File: src/hw/rtl/square_ring_neighbourhood_sum_unit_assert.svh
// ----------------------------------------------------------------------------
// Assertion macros for the square ring neighbourhood sum unit
// Concurrent checks, compiled out for synthesis.
// ----------------------------------------------------------------------------
`ifndef SQUARE_RING_NEIGHBOURHOOD_SUM_UNIT_ASSERT_SVH
`define SQUARE_RING_NEIGHBOURHOOD_SUM_UNIT_ASSERT_SVH

`ifndef SYNTHESIS
// property checked on every clock, muted during reset
`define SRNS_ASSERT(lbl, prop, msg) \
  lbl: assert property (@(posedge clk) disable iff (!rst_n) (prop)) else $error(msg);
// condition that must never hold
`define SRNS_ASSERT_NEVER(lbl, cond, msg) \
  lbl: assert property (@(posedge clk) disable iff (!rst_n) !(cond)) else $error(msg);
`else
`define SRNS_ASSERT(lbl, prop, msg)
`define SRNS_ASSERT_NEVER(lbl, cond, msg)
`endif

`endif

File: src/hw/rtl/srns_pkg.sv
// ----------------------------------------------------------------------------
// srns_pkg
// Shared constants, types and helpers of the ring sum unit.
// ----------------------------------------------------------------------------
`default_nettype none

package srns_pkg;

  localparam int MAX_DIM   = 32;
  localparam int MEM_DEPTH = MAX_DIM * MAX_DIM;
  localparam int ADDR_W    = $clog2(MEM_DEPTH);

  localparam int POS_W = 5;   // row / col field width
  localparam int CNT_W = 6;   // row_count / col_count width
  localparam int RAD_W = 5;
  localparam int VAL_W = 16;
  localparam int SUM_W = 23;
  localparam int CRD_W = 7;   // cell coordinate, up to row + radius
  localparam int SC_W  = 8;   // signed ring bound

  localparam int APB_DW  = 32;
  localparam int PADDR_W = 4;

  localparam logic ACT_WRITE = 1'b0;
  localparam logic ACT_QUERY = 1'b1;

  localparam logic [1:0] REG_ROW_COUNT = 2'd0;
  localparam logic [1:0] REG_COL_COUNT = 2'd1;
  localparam logic [1:0] REG_RADIUS    = 2'd2;

  typedef struct packed {
    logic [CNT_W-1:0] row_count;
    logic [CNT_W-1:0] col_count;
    logic [RAD_W-1:0] radius;
  } cfg_t;

  typedef struct packed {
    logic              wr_en;
    logic [ADDR_W-1:0] wr_addr;
    logic [VAL_W-1:0]  wr_data;
    logic              rd_en;
    logic [ADDR_W-1:0] rd_addr;
  } mem_req_t;

  function automatic logic [CNT_W-1:0] eff_dim(input logic [CNT_W-1:0] n);
    return (int'(n) > MAX_DIM) ? CNT_W'(MAX_DIM) : n;
  endfunction

  function automatic logic [ADDR_W-1:0] cell_addr(input logic [CRD_W-1:0] r,
                                                  input logic [CRD_W-1:0] c);
    return ADDR_W'(int'(r) * MAX_DIM + int'(c));
  endfunction

endpackage

`default_nettype wire

File: src/hw/rtl/srns_if.sv
// ----------------------------------------------------------------------------
// srns_in_if / srns_out_if
// Valid/ready channels for input items and ring sum results.
// ----------------------------------------------------------------------------
`default_nettype none

interface srns_in_if;
  logic                                 valid;
  logic                                 ready;
  logic                                 action;
  logic [srns_pkg::POS_W-1:0]           row;
  logic [srns_pkg::POS_W-1:0]           col;
  logic signed [srns_pkg::VAL_W-1:0]    value;

  modport source (output valid, action, row, col, value, input ready);
  modport sink   (input valid, action, row, col, value, output ready);
endinterface

interface srns_out_if;
  logic                                 valid;
  logic                                 ready;
  logic signed [srns_pkg::SUM_W-1:0]    ring_sum;

  modport source (output valid, ring_sum, input ready);
  modport sink   (input valid, ring_sum, output ready);
endinterface

`default_nettype wire

File: src/hw/rtl/srns_walk.sv
// ----------------------------------------------------------------------------
// srns_walk
// Input handling, ring walk over the store, accumulation and result register.
// ----------------------------------------------------------------------------
`default_nettype none

`include "square_ring_neighbourhood_sum_unit_assert.svh"

module srns_walk (
  input  wire logic                          clk,
  input  wire logic                          rst_n,
  srns_in_if.sink                            in_ch,
  srns_out_if.source                         out_ch,
  input  wire srns_pkg::cfg_t                cfg,
  output srns_pkg::mem_req_t                 mem_req,
  input  wire logic signed [srns_pkg::VAL_W-1:0] rd_data
);

  typedef enum logic [4:0] {
    ST_IDLE  = 5'b00001,
    ST_SETUP = 5'b00010,
    ST_WALK  = 5'b00100,
    ST_DRAIN = 5'b01000,
    ST_DONE  = 5'b10000
  } state_t;

  state_t state_r, state_nxt;

  logic [srns_pkg::CNT_W-1:0] rows_eff, cols_eff;
  logic in_xfer, query_xfer, load;
  logic out_valid_r, out_valid_nxt;

  logic [srns_pkg::POS_W-1:0] q_row_r, q_col_r;
  logic [srns_pkg::CRD_W-1:0] r_r, c_r;
  logic                       slot_r;   // middle row: 0 left edge, 1 right edge
  logic                       pend_r;
  logic signed [srns_pkg::SUM_W-1:0] acc_r, sum_r;

  logic signed [srns_pkg::SC_W-1:0] top_s, bot_s, lft_s, rgt_s, rmax_s, cmax_s;
  logic signed [srns_pkg::SC_W-1:0] r_lo_s, r_hi_s, c_lo_s, c_hi_s;
  logic empty, left_ok, right_ok;
  logic full_row, issue, row_end, last;
  logic [srns_pkg::CRD_W-1:0] cur_c;

  assign rows_eff = srns_pkg::eff_dim(cfg.row_count);
  assign cols_eff = srns_pkg::eff_dim(cfg.col_count);

  assign in_ch.ready = (state_r == ST_IDLE);
  assign in_xfer     = in_ch.valid && in_ch.ready;
  assign query_xfer  = in_xfer && (in_ch.action == srns_pkg::ACT_QUERY);

  // ring bounds clipped to cfg size; cfg static while busy is up to the user
  always_comb begin
    top_s  = srns_pkg::SC_W'(q_row_r) - srns_pkg::SC_W'(cfg.radius);
    bot_s  = srns_pkg::SC_W'(q_row_r) + srns_pkg::SC_W'(cfg.radius);
    lft_s  = srns_pkg::SC_W'(q_col_r) - srns_pkg::SC_W'(cfg.radius);
    rgt_s  = srns_pkg::SC_W'(q_col_r) + srns_pkg::SC_W'(cfg.radius);
    rmax_s = srns_pkg::SC_W'(rows_eff) - srns_pkg::SC_W'(1);
    cmax_s = srns_pkg::SC_W'(cols_eff) - srns_pkg::SC_W'(1);
    r_lo_s = (top_s < 0) ? '0 : top_s;
    c_lo_s = (lft_s < 0) ? '0 : lft_s;
    r_hi_s = (bot_s < rmax_s) ? bot_s : rmax_s;
    c_hi_s = (rgt_s < cmax_s) ? rgt_s : cmax_s;
    empty    = (r_lo_s > r_hi_s) || (c_lo_s > c_hi_s);
    left_ok  = (lft_s >= 0) && (lft_s <= cmax_s);
    right_ok = (rgt_s <= cmax_s);
  end

  // walk step: top/bottom rows sweep in-bounds columns, middle rows hit left/right edges
  always_comb begin
    full_row = (srns_pkg::SC_W'(r_r) == top_s) || (srns_pkg::SC_W'(r_r) == bot_s);
    if (full_row) begin
      cur_c   = c_r;
      issue   = 1'b1;
      row_end = (c_r == srns_pkg::CRD_W'(c_hi_s));
    end else begin
      cur_c   = slot_r ? srns_pkg::CRD_W'(rgt_s) : srns_pkg::CRD_W'(lft_s);
      issue   = slot_r ? right_ok : left_ok;
      row_end = slot_r;
    end
    last = row_end && (r_r == srns_pkg::CRD_W'(r_hi_s));
  end

  // writes go straight to the store; reads only happen while walking,
  // so the two ports never touch the same entry in one cycle
  always_comb begin
    mem_req.wr_en   = in_xfer && (in_ch.action == srns_pkg::ACT_WRITE) &&
                      ({1'b0, in_ch.row} < rows_eff) && ({1'b0, in_ch.col} < cols_eff);
    mem_req.wr_addr = srns_pkg::cell_addr(srns_pkg::CRD_W'(in_ch.row),
                                          srns_pkg::CRD_W'(in_ch.col));
    mem_req.wr_data = in_ch.value;
    mem_req.rd_en   = (state_r == ST_WALK) && issue;
    mem_req.rd_addr = srns_pkg::cell_addr(r_r, cur_c);
  end

  assign load = (state_r == ST_DONE) && (!out_valid_r || out_ch.ready);

  always_comb begin
    state_nxt = state_r;
    unique case (state_r)
      ST_IDLE:  if (query_xfer) state_nxt = ST_SETUP;
      ST_SETUP: state_nxt = empty ? ST_DONE : ST_WALK;
      ST_WALK:  if (last) state_nxt = ST_DRAIN;
      ST_DRAIN: state_nxt = ST_DONE;
      ST_DONE:  if (load) state_nxt = ST_IDLE;
      default:  state_nxt = ST_IDLE;
    endcase
  end

  assign out_valid_nxt = (out_valid_r && !out_ch.ready) || load;

  always_ff @(posedge clk) begin
    if (!rst_n) begin
      state_r     <= ST_IDLE;
      out_valid_r <= 1'b0;
      pend_r      <= 1'b0;
    end else begin
      state_r     <= state_nxt;
      out_valid_r <= out_valid_nxt;
      pend_r      <= mem_req.rd_en;
    end
  end

  always_ff @(posedge clk) begin
    if (query_xfer) begin
      q_row_r <= in_ch.row;
      q_col_r <= in_ch.col;
    end
    if (state_r == ST_SETUP) begin
      r_r    <= srns_pkg::CRD_W'(r_lo_s);
      c_r    <= srns_pkg::CRD_W'(c_lo_s);
      slot_r <= 1'b0;
    end else if (state_r == ST_WALK) begin
      if (row_end) begin
        r_r    <= r_r + srns_pkg::CRD_W'(1);
        c_r    <= srns_pkg::CRD_W'(c_lo_s);
        slot_r <= 1'b0;
      end else begin
        c_r    <= c_r + srns_pkg::CRD_W'(1);
        slot_r <= 1'b1;
      end
    end
    if (query_xfer) begin
      acc_r <= '0;
    end else if (pend_r) begin
      acc_r <= acc_r + srns_pkg::SUM_W'(rd_data);
    end
    if (load) begin
      sum_r <= acc_r;
    end
  end

  assign out_ch.valid    = out_valid_r;
  assign out_ch.ring_sum = sum_r;

  `SRNS_ASSERT(a_rd_in_bounds, mem_req.rd_en |-> ({1'b0, r_r} < {2'b0, rows_eff}) && ({1'b0, cur_c} < {2'b0, cols_eff}), "ring read outside configured size")
  `SRNS_ASSERT(a_pend_in_walk, pend_r |-> (state_r == ST_WALK || state_r == ST_DRAIN), "read data returned outside the walk")
  `SRNS_ASSERT(a_query_start, query_xfer |=> (state_r == ST_SETUP) && (acc_r == '0), "query did not start a clean walk")
  `SRNS_ASSERT_NEVER(a_rw_overlap, mem_req.wr_en && mem_req.rd_en, "store written and read in one cycle")

endmodule

`default_nettype wire
File: src/flat_wrapper.sv
// flat-port wrapper written by rule: the top's interface ports become plain ports
module srns_walk_flat 
  (clk, rst_n, cfg, mem_req, rd_data, in_ch_valid, in_ch_action, in_ch_row, in_ch_col, in_ch_value, in_ch_ready, out_ch_valid, out_ch_ring_sum, out_ch_ready);
  srns_in_if in_ch_i ();
  srns_out_if out_ch_i ();
  input  wire logic clk;
  input  wire logic rst_n;
  input  wire srns_pkg::cfg_t cfg;
  output srns_pkg::mem_req_t mem_req;
  input  wire logic signed [srns_pkg::VAL_W-1:0] rd_data;
  input wire logic [$bits(in_ch_i.valid)-1:0] in_ch_valid;
  input wire logic [$bits(in_ch_i.action)-1:0] in_ch_action;
  input wire logic [$bits(in_ch_i.row)-1:0] in_ch_row;
  input wire logic [$bits(in_ch_i.col)-1:0] in_ch_col;
  input wire logic [$bits(in_ch_i.value)-1:0] in_ch_value;
  output wire logic [$bits(in_ch_i.ready)-1:0] in_ch_ready;
  output wire logic [$bits(out_ch_i.valid)-1:0] out_ch_valid;
  output wire logic [$bits(out_ch_i.ring_sum)-1:0] out_ch_ring_sum;
  input wire logic [$bits(out_ch_i.ready)-1:0] out_ch_ready;
  assign in_ch_i.valid = in_ch_valid;
  assign in_ch_i.action = in_ch_action;
  assign in_ch_i.row = in_ch_row;
  assign in_ch_i.col = in_ch_col;
  assign in_ch_i.value = in_ch_value;
  assign in_ch_ready = in_ch_i.ready;
  assign out_ch_valid = out_ch_i.valid;
  assign out_ch_ring_sum = out_ch_i.ring_sum;
  assign out_ch_i.ready = out_ch_ready;
  srns_walk u_core (.clk(clk), .rst_n(rst_n), .in_ch(in_ch_i), .out_ch(out_ch_i), .cfg(cfg), .mem_req(mem_req), .rd_data(rd_data));
endmodule
File: config.mk
export PLATFORM = sky130hd
export DESIGN_NAME = srns_walk_flat
export DESIGN_NICKNAME = d
export VERILOG_FILES = /design/src/hw/rtl/srns_pkg.sv /design/src/hw/rtl/srns_if.sv /design/src/hw/rtl/srns_walk.sv /design/src/flat_wrapper.sv
export VERILOG_INCLUDE_DIRS = /design/src /design/src/hw/rtl
export SDC_FILE = /design/constraint.sdc
export NUM_CORES = 1
export LEC_CHECK = 0
export BUFFER_PORTS_ARGS = -buffer_cell sky130_fd_sc_hd__buf_2
export CORE_UTILIZATION = 57
export CTS_CLUSTER_SIZE = 20
export DETAILED_ROUTE_END_ITERATION = 8
export PLACE_DENSITY = 0.91
export SYNTH_ARGS = -nofsm -noshare
export SYNTH_HDL_FRONTEND = slang
export SYNTH_SLANG_ARGS = --single-unit
File: constraint.sdc
create_clock -name clk -period 6 [get_ports clk]
set_clock_uncertainty 0.2 [all_clocks]
set_input_delay 1.2 -clock clk [delete_from_list [all_inputs] [get_ports clk]]
set_output_delay 1.2 -clock clk [all_outputs]
set_load 0.05 [all_outputs]
==> results.yml, run 1 <==
final_layout:
  instances_no_fill: 966
  layout-area-overhead-vs-synth_pct: 11.6
  nets: 969
  layout-drive-gt1-share_pct: 18.7
  final_area_sq_um: 7610
  antenna_cells: 0
die:
  io-pin-count: 127
  fp.coreArea_sq_um: 11600
  die_area_sq_um: 12400
  die_height_um: 111
  placementRows: 39
  initial_cell_density_of_the_core_pct: 59.0
  floorplan.die.width_um: 111
critical_path:
  rr_worst_depth: 20
  setup.reg_to_reg.worst_slack_ns: 1.09
  end_kind: "output port"
  timing.setup.critical_path_class: "input pin to output port"
  setup.worst_path.start_class: "input pin"
  worstReg2RegStart: "u_core.q_col_r[1]"
  worstPathArrival_ns: 4.45
  cp_data_required_time_ns: 4.60
  critical_path.reg2reg.endpoint: "u_core.c_r[4]"
  crit_path_max_fanout: 5
sta:
  final-setup-viol-count: 0
  maxSlewViolCount: 0
  achievable_clock_frequency_mhz: 171
  rsz0062_at_grt: "false"
  max_slew_margin_pct: 49.0
  setup-tns-final_ns: 0
  fin_crit_ns: 5.85
  period_share_pct: 97.6
  timing_worst_slew_pin_value_ns: 0.763
  hold_violations: 0
synth:
  ys.warnings.count: 0
  synth_most_common_cell: "sky130_fd_sc_hd__ha_1"
  synth_sequential_area_ratio_pct: 29.8
  synthSimpleGateAreaFrac_pct: 16.3
  post_synth_mux_area_share_pct: 5.19
  synth_compound_gate_area_share_pct: 16.8
  syn_area_sq_um: 6820
  synth_xor_area_share_pct: 8.88
  synth-edff-count: 47
  synth_cell_types: 70
  synthTopCellsByArea: "sky130_fd_sc_hd__edfxtp_1 21%, sky130_fd_sc_hd__ha_1 15%, sky130_fd_sc_hd__dfxtp_1 9.1%"
  synth.net_count: 902
  post-synth-top-area-cell: "sky130_fd_sc_hd__edfxtp_1"
  async_flop_share_pct: 0
  synth-seq-cells: 78
  synth_flop_cell: "sky130_fd_sc_hd__edfxtp_1"
  post_synth_fa_ha_maj_area_fraction_pct: 16.6
  post_synth_most_frequent_cells: "81 x sky130_fd_sc_hd__ha_1, 77 x sky130_fd_sc_hd__nor2_1, 57 x sky130_fd_sc_hd__a21oi_1, 47 x sky130_fd_sc_hd__edfxtp_1, 42 x sky130_fd_sc_hd__xnor2_1"
  combinational_family_with_the_most_area_after_synthesis: "compound AO/OA/AOI/OAI gates"
  synth.avg_cell_area_sq_um: 9.08
  synthCells: 751
  netlist.area_leader.share_pct: 20.7
place:
  detailed_place.area_sq_um: 7280
  placement.io_buffers: 94
  gp_routability_congestion: 0.917
  place_hpwl_um: 12500
  place_inst: 949
cts:
  clkSlewWorstSetupHoldPaths_ns: 0.06
  tritoncts: "done"
  clockBufferDepth: 2
  cts.sink_count: 78
  cts-root-buf: "sky130_fd_sc_hd__clkbuf_16"
  postCtsHoldBufs: 0
  clk-insertion-delay-late_ns: 0.35
  cts-buffers-inserted: 9
  number_of_levels_the_h_tree_was_split_into: 3
power:
  p_switching_uw: 860
  irDropWorstVdd_uv: 210
  power_switching_share_pct: 39.9
  leakage_nw: 3.27
  power_frac_seq_pct: 30.2
  p_clk_share_pct: 26.3
  p_int_mw: 1.30
  combPwrFrac_pct: 43.5
  power_density_cells_nw_per_um2: 283
drt:
  dr_total_vias: 5670
  route.antenna.remaining_nets: 0
  detail_route.wirelength_um: 16300
  drc_errors: 6
  detailedRoute.firstPassIterationCount: 8
  first_iter_violations: 305
  detail_route.wl_per_cell_um: 16.9
  routed_via_density: 5.87
grt:
  first_global_vias: 5505
  overflow: 0
  gr-usage-met3_pct: 6.21
  antenna_found_initial: 0
  top_usage_layer: "met2"
  met2_usage_pct: 46.0
  grt_usage_pct: 27.3
  pin_count_of_the_biggest_net_entering_global_routing: 32
  met1_usage_pct: 33.8
  grt_first_pass_wirelength_um: 26900
flow_run:
  drv.max_cap_violation_count: 0
hold_path:
  hold_path.startpoint: "u_core.acc_r[21]"
  min_delay_path_depth: 0
  worst_hold_path.endpoint: "u_core.out_ch.ring_sum[21]"
  timing.hold.worst.class: "register to register"
status:
  violations: "design-rule violations"
  status: "finished with violations"
-- through the flow --
stage,hold slack (ns),power [mW],util [%],worst slack (ns)
5_1_grt,0.280,2.27,65.8,0.00221
6_report,0.265,2.16,65.8,0.147
4_1_cts,0.264,2.15,65.6,0.113
2_1_floorplan,0.226,1.40,-,0.0276
3_5_place_dp,0.240,1.58,62.9,0.121
3_3_place_gp,0.247,1.55,62.9,0.205
-- kinds of logic after synthesis --
group | count (synthesis)
AND/OR/NAND/NOR | 224
AO/OA/AOI/OAI | 176
buffers and inverters | 88
adder cells (fa/ha/maj) | 87
flip-flops | 78
XOR/XNOR | 66
multiplexers | 32
-- state kept, by name (all words and copies together), names as in the netlist --
name,cells
u_core.q_col_r,5
u_core.q_row_r,5
u_core.c_r,7
u_core.slot_r,1
u_core.acc_r,23
u_core.out_ch.ring_sum,23
u_core.out_ch.valid,1
u_core.state_r,5
u_core.r_r,7
u_core.pend_r,1
-- final cells by class --
type,count,area [sq um]
Multi-Input combinational cell,585,4360
Fill cell,882,3950
Sequential cell,78,2030
Timing Repair Buffer,110,602
Clock buffer,9,225
Tap cell,143,179
Inverter,34,131
Clock inverter,7,82.6
-- power by group through the flow --
stage / Clock, mW / Combinational (mW) / Sequential [mW]
final: 0.566 / 0.939 / 0.651
after global routing: 0.596 / 1.02 / 0.654
after CTS: 0.576 / 0.926 / 0.649
after detailed placement: 0 / 0.917 / 0.661
after global placement: 0 / 0.897 / 0.658
after floorplan: 0 / 0.761 / 0.635
-- critical path: stages --
cell	delay, ns
sky130_fd_sc_hd__clkbuf_4	0.17
sky130_fd_sc_hd__clkinvlp_4	0.14
sky130_fd_sc_hd__fa_1	0.47
sky130_fd_sc_hd__a21o_1	0.17
sky130_fd_sc_hd__a21oi_1	0.16
sky130_fd_sc_hd__xnor2_1	0.17
sky130_fd_sc_hd__xor2_1	0.20
sky130_fd_sc_hd__nor4_2	0.07
sky130_fd_sc_hd__a31oi_4	0.18
sky130_fd_sc_hd__mux2_2	0.38
sky130_fd_sc_hd__ha_1	0.22
sky130_fd_sc_hd__fa_1	0.41
sky130_fd_sc_hd__nand3_1	0.11
sky130_fd_sc_hd__xnor2_1	0.12
sky130_fd_sc_hd__buf_2	0.27
-- per-layer routing --
layer | wire [um] | vias to the layer above
li1 | - | 2804
met1 | 6990 | 2651
met2 | 7810 | 190
met3 | 1110 | 25
met4 | 369 | 0
met5 | 0 | -
-- cell usage in the layout (no fill, tap or decap), types with 14 or more instances in the layout --
cell type / count
sky130_fd_sc_hd__a21o_1: 14
sky130_fd_sc_hd__a21oi_1: 57
sky130_fd_sc_hd__buf_2: 91
sky130_fd_sc_hd__buf_4: 16
sky130_fd_sc_hd__dfxtp_1: 31
sky130_fd_sc_hd__edfxtp_1: 47
sky130_fd_sc_hd__ha_1: 80
sky130_fd_sc_hd__inv_1: 31
sky130_fd_sc_hd__mux2i_1: 23
sky130_fd_sc_hd__nand2_1: 38
sky130_fd_sc_hd__nand2b_1: 24
sky130_fd_sc_hd__nand3_1: 24
sky130_fd_sc_hd__nor2_1: 75
sky130_fd_sc_hd__o21ai_0: 29
sky130_fd_sc_hd__xnor2_1: 42
sky130_fd_sc_hd__xor2_1: 22
-- how the worst max path moves through the flow --
stage,endpoint,start,slack (ns),depth (start not counted)
floorplan,mem_req[8],cfg[0],0.03,16
global placement,mem_req[8],cfg[0],0.20,16
detailed placement,mem_req[8],cfg[0],0.12,16
CTS,mem_req[8],cfg[0],0.11,15
global route,mem_req[10],cfg[1],0.002,18
finish,mem_req[9],cfg[1],0.15,15
-- timing repair --
| action | CTS | global route |
|---|---|---|
| setup buffers | 0 | 1 |
| gates resized for setup | 0 | 9 |
| setup endpoints to repair | 0 | 3 |
Note: power is estimated with default switching activity, not from simulation.
==> inputs of run 2 (changes only) <==
--- a/config.mk
+++ b/config.mk
@@ -9,2 +9,3 @@
 export BUFFER_PORTS_ARGS = -buffer_cell sky130_fd_sc_hd__buf_2
+export CORE_MARGIN = 4
 export CORE_UTILIZATION = 57
@@ -13,2 +14,3 @@
 export PLACE_DENSITY = 0.91
+export SLEW_MARGIN = 20
 export SYNTH_ARGS = -nofsm -noshare
==> constraint.sdc (replaced) <==
create_clock -name clk -period 6 [get_ports clk]
set_clock_uncertainty 0.2 [all_clocks]
set_input_delay 1.8 -clock clk [delete_from_list [all_inputs] [get_ports clk]]
set_output_delay 1.8 -clock clk [all_outputs]
set_load 0.05 [all_outputs]
==> run 2 against run 1 <==
Compared with the run above: the run ends with negative setup slack left; via count is 16% higher; die area is 11% higher; clock power is 0.9% lower; hold slack worse by 0.0083 ns; critical path type unchanged; sequential cell count stayed put; sequential share of layout area is 3.9 points lower; cell count is 9.3% higher; maximum frequency is 16% lower; cell area is 17% higher; power is 19% higher; wire length is 30% higher; worst setup slack worse by 1.1 ns; critical endpoint is now mem_req[7].
==> results.yml, run 2 (synthesis results as in run 1) <==
drt:
  routed_via_density: 6.21
  detail_route.wirelength_um: 21200
  dr_total_vias: 6561
  route.antenna.remaining_nets: 0
  detail_route.wl_per_cell_um: 20.1
  first_iter_violations: 595
  detailedRoute.firstPassIterationCount: 7
  drc_errors: 0
sta:
  fin_crit_ns: 6.98
  timing.hold.ws_ns: 0.256
  timing.final.ws_setup_ns: -0.977
  achievable_clock_frequency_mhz: 143
  max_slew_margin_pct: 45.0
  rsz0062_at_grt: "true"
  timing_worst_slew_pin_value_ns: 0.823
  final-setup-viol-count: 17
  maxSlewViolCount: 0
  period_share_pct: 116
  hold_violations: 0
grt:
  grt_usage_pct: 27.3
  overflow: 0
  met1_usage_pct: 32.5
  grt_first_pass_wirelength_um: 31000
  top_usage_layer: "met2"
  antenna_found_initial: 1
  gr-usage-met3_pct: 6.64
  pin_count_of_the_biggest_net_entering_global_routing: 32
  met2_usage_pct: 47.4
  first_global_vias: 6390
cts:
  clk-insertion-delay-late_ns: 0.34
  clkSlewWorstSetupHoldPaths_ns: 0.07
  clockBufferDepth: 2
  number_of_levels_the_h_tree_was_split_into: 3
  tritoncts: "done"
  cts-buffers-inserted: 9
  cts.sink_count: 78
  cts-root-buf: "sky130_fd_sc_hd__clkbuf_16"
  postCtsHoldBufs: 0
final_layout:
  seq_area_sq_um: 2030
  final_common_cell: "sky130_fd_sc_hd__buf_4"
  final_area_sq_um: 8910
  postLayoutCoreUtil_pct: 77.0
  number_of_filler_instances_in_the_final_layout: 688
  layout-drive-gt1-share_pct: 33.4
  layout-area-overhead-vs-synth_pct: 30.5
  nets: 1059
  area_of_combinational_cells_with_multiple_inputs_sq_um: 4830
  antenna_cells: 0
  mostFrequentLayoutCells: "96 x sky130_fd_sc_hd__buf_4, 80 x sky130_fd_sc_hd__buf_2, 73 x sky130_fd_sc_hd__ha_1"
die:
  initial_cell_density_of_the_core_pct: 59.0
  io-pin-count: 127
  die_height_um: 117
  placementRows: 39
  floorplan.die.width_um: 117
  fp.coreArea_sq_um: 11600
  die_area_sq_um: 13800
hold_path:
  timing.hold.worst.class: "register to register"
  hold_path.startpoint: "u_core.acc_r[22]"
critical_path:
  crit_path_max_fanout: 3
  cells_traversed_along_the_worst_timing_path: "buf_8 > ha_4 > fa_2 > xnor2_2 > xnor2_1 > nand4_1 > a21oi_2 > a31oi_4 > buf_6 > mux2_4 > ha_4 > fa_2 > buf_6 > xor2_4 > buf_6"
  setup.reg_to_reg.worst_slack_ns: 0.86
  critical-path-max-stage-delay_ns: 0.45
  critPathSlowestCell: "sky130_fd_sc_hd__fa_2"
  worst-path-buf-inv: 4
  cp_data_required_time_ns: 4.00
  family_of_cells_with_the_greatest_summed_delay_on_the_critical_path: "adder cells"
  timing.critical_path.mode_cell: "sky130_fd_sc_hd__buf_6"
  worst_setup_path_startpoint: "cfg[0]"
  worstPathArrival_ns: 4.98
  setup.worst_path.start_class: "input pin"
  timing.setup.critical_path_class: "input pin to output port"
  end_kind: "output port"
  worstReg2RegStart: "u_core.q_row_r[0]"
place:
  detailed_place.area_sq_um: 8040
  place_hpwl_um: 14000
  gp_routability_congestion: 0.945
  placement.io_buffers: 94
status:
  status: "finished with violations"
  violations: "negative setup slack"
power:
  leakage_nw: 3.88
  irDropWorstVdd_uv: 140
  total_power_mw: 2.58
  power_density_cells_nw_per_um2: 289
flow_run:
  drv.max_cap_violation_count: 0
-- run 2: changes by cell type in the layout (fill, tap and decap cells not counted), sizes merged --
cell / before / now
bufbuf: 0 / 1
buf: 108 / 198
clkinvlp: 3 / 1
inv: 35 / 36
-- run 2: path summary, 6_finish.rpt --
| path | to | cells after the start |
|---|---|---|
| hold / removal | u_core.out_ch.ring_sum[22] | 0 |
| hold reg to reg | u_core.out_ch.ring_sum[22] | 0 |
| setup / recovery | mem_req[7] | 15 |
| setup reg to reg | u_core.state_r[2] | 27 |
-- run 2: cell type report --
type | instances | share of cell area [%]
multi-input combinational | 585 | 54.2
sequential | 78 | 22.8
inverter | 34 | 1.55
clock inverter | 6 | 0.773
tap | 143 | 2.01
timing repair buffer | 200 | 16.1
clock buffer | 10 | 2.57
-- run 2: timing repair --
action,in CTS,in global routing
pin swaps,13,20
gates resized for setup,47,52
endpoints found under the setup margin,26,30
setup buffers,6,13
cloned,1,0
-- run 2: report_power, final --
| group | total (mW) | leakage [nW] | internal [mW] | switching [mW] |
|---|---|---|---|---|
| Combinational | 1.36 | 3.08 | 0.614 | 0.744 |
| Clock | 0.561 | 0.143 | 0.326 | 0.236 |
| Sequential | 0.658 | 0.661 | 0.603 | 0.0552 |
-- run 2: metrics by stage --
step,cells,setup TNS (ns),worst slack [ns]
floorplan,751,-2.50,-0.551
global placement,1022,-10.97,-0.796
detailed placement,1022,-14.44,-0.932
CTS,1045,-4.98,-0.728
global route,1056,-8.39,-0.993
finish,1056,-7.39,-0.977
-- run 2: per-layer routing --
layer	routed length [um]	share of wire (%)
met2	10400	49
met1	7880	37
met5	8	0.038
met4	1050	4.9
met3	1870	8.8
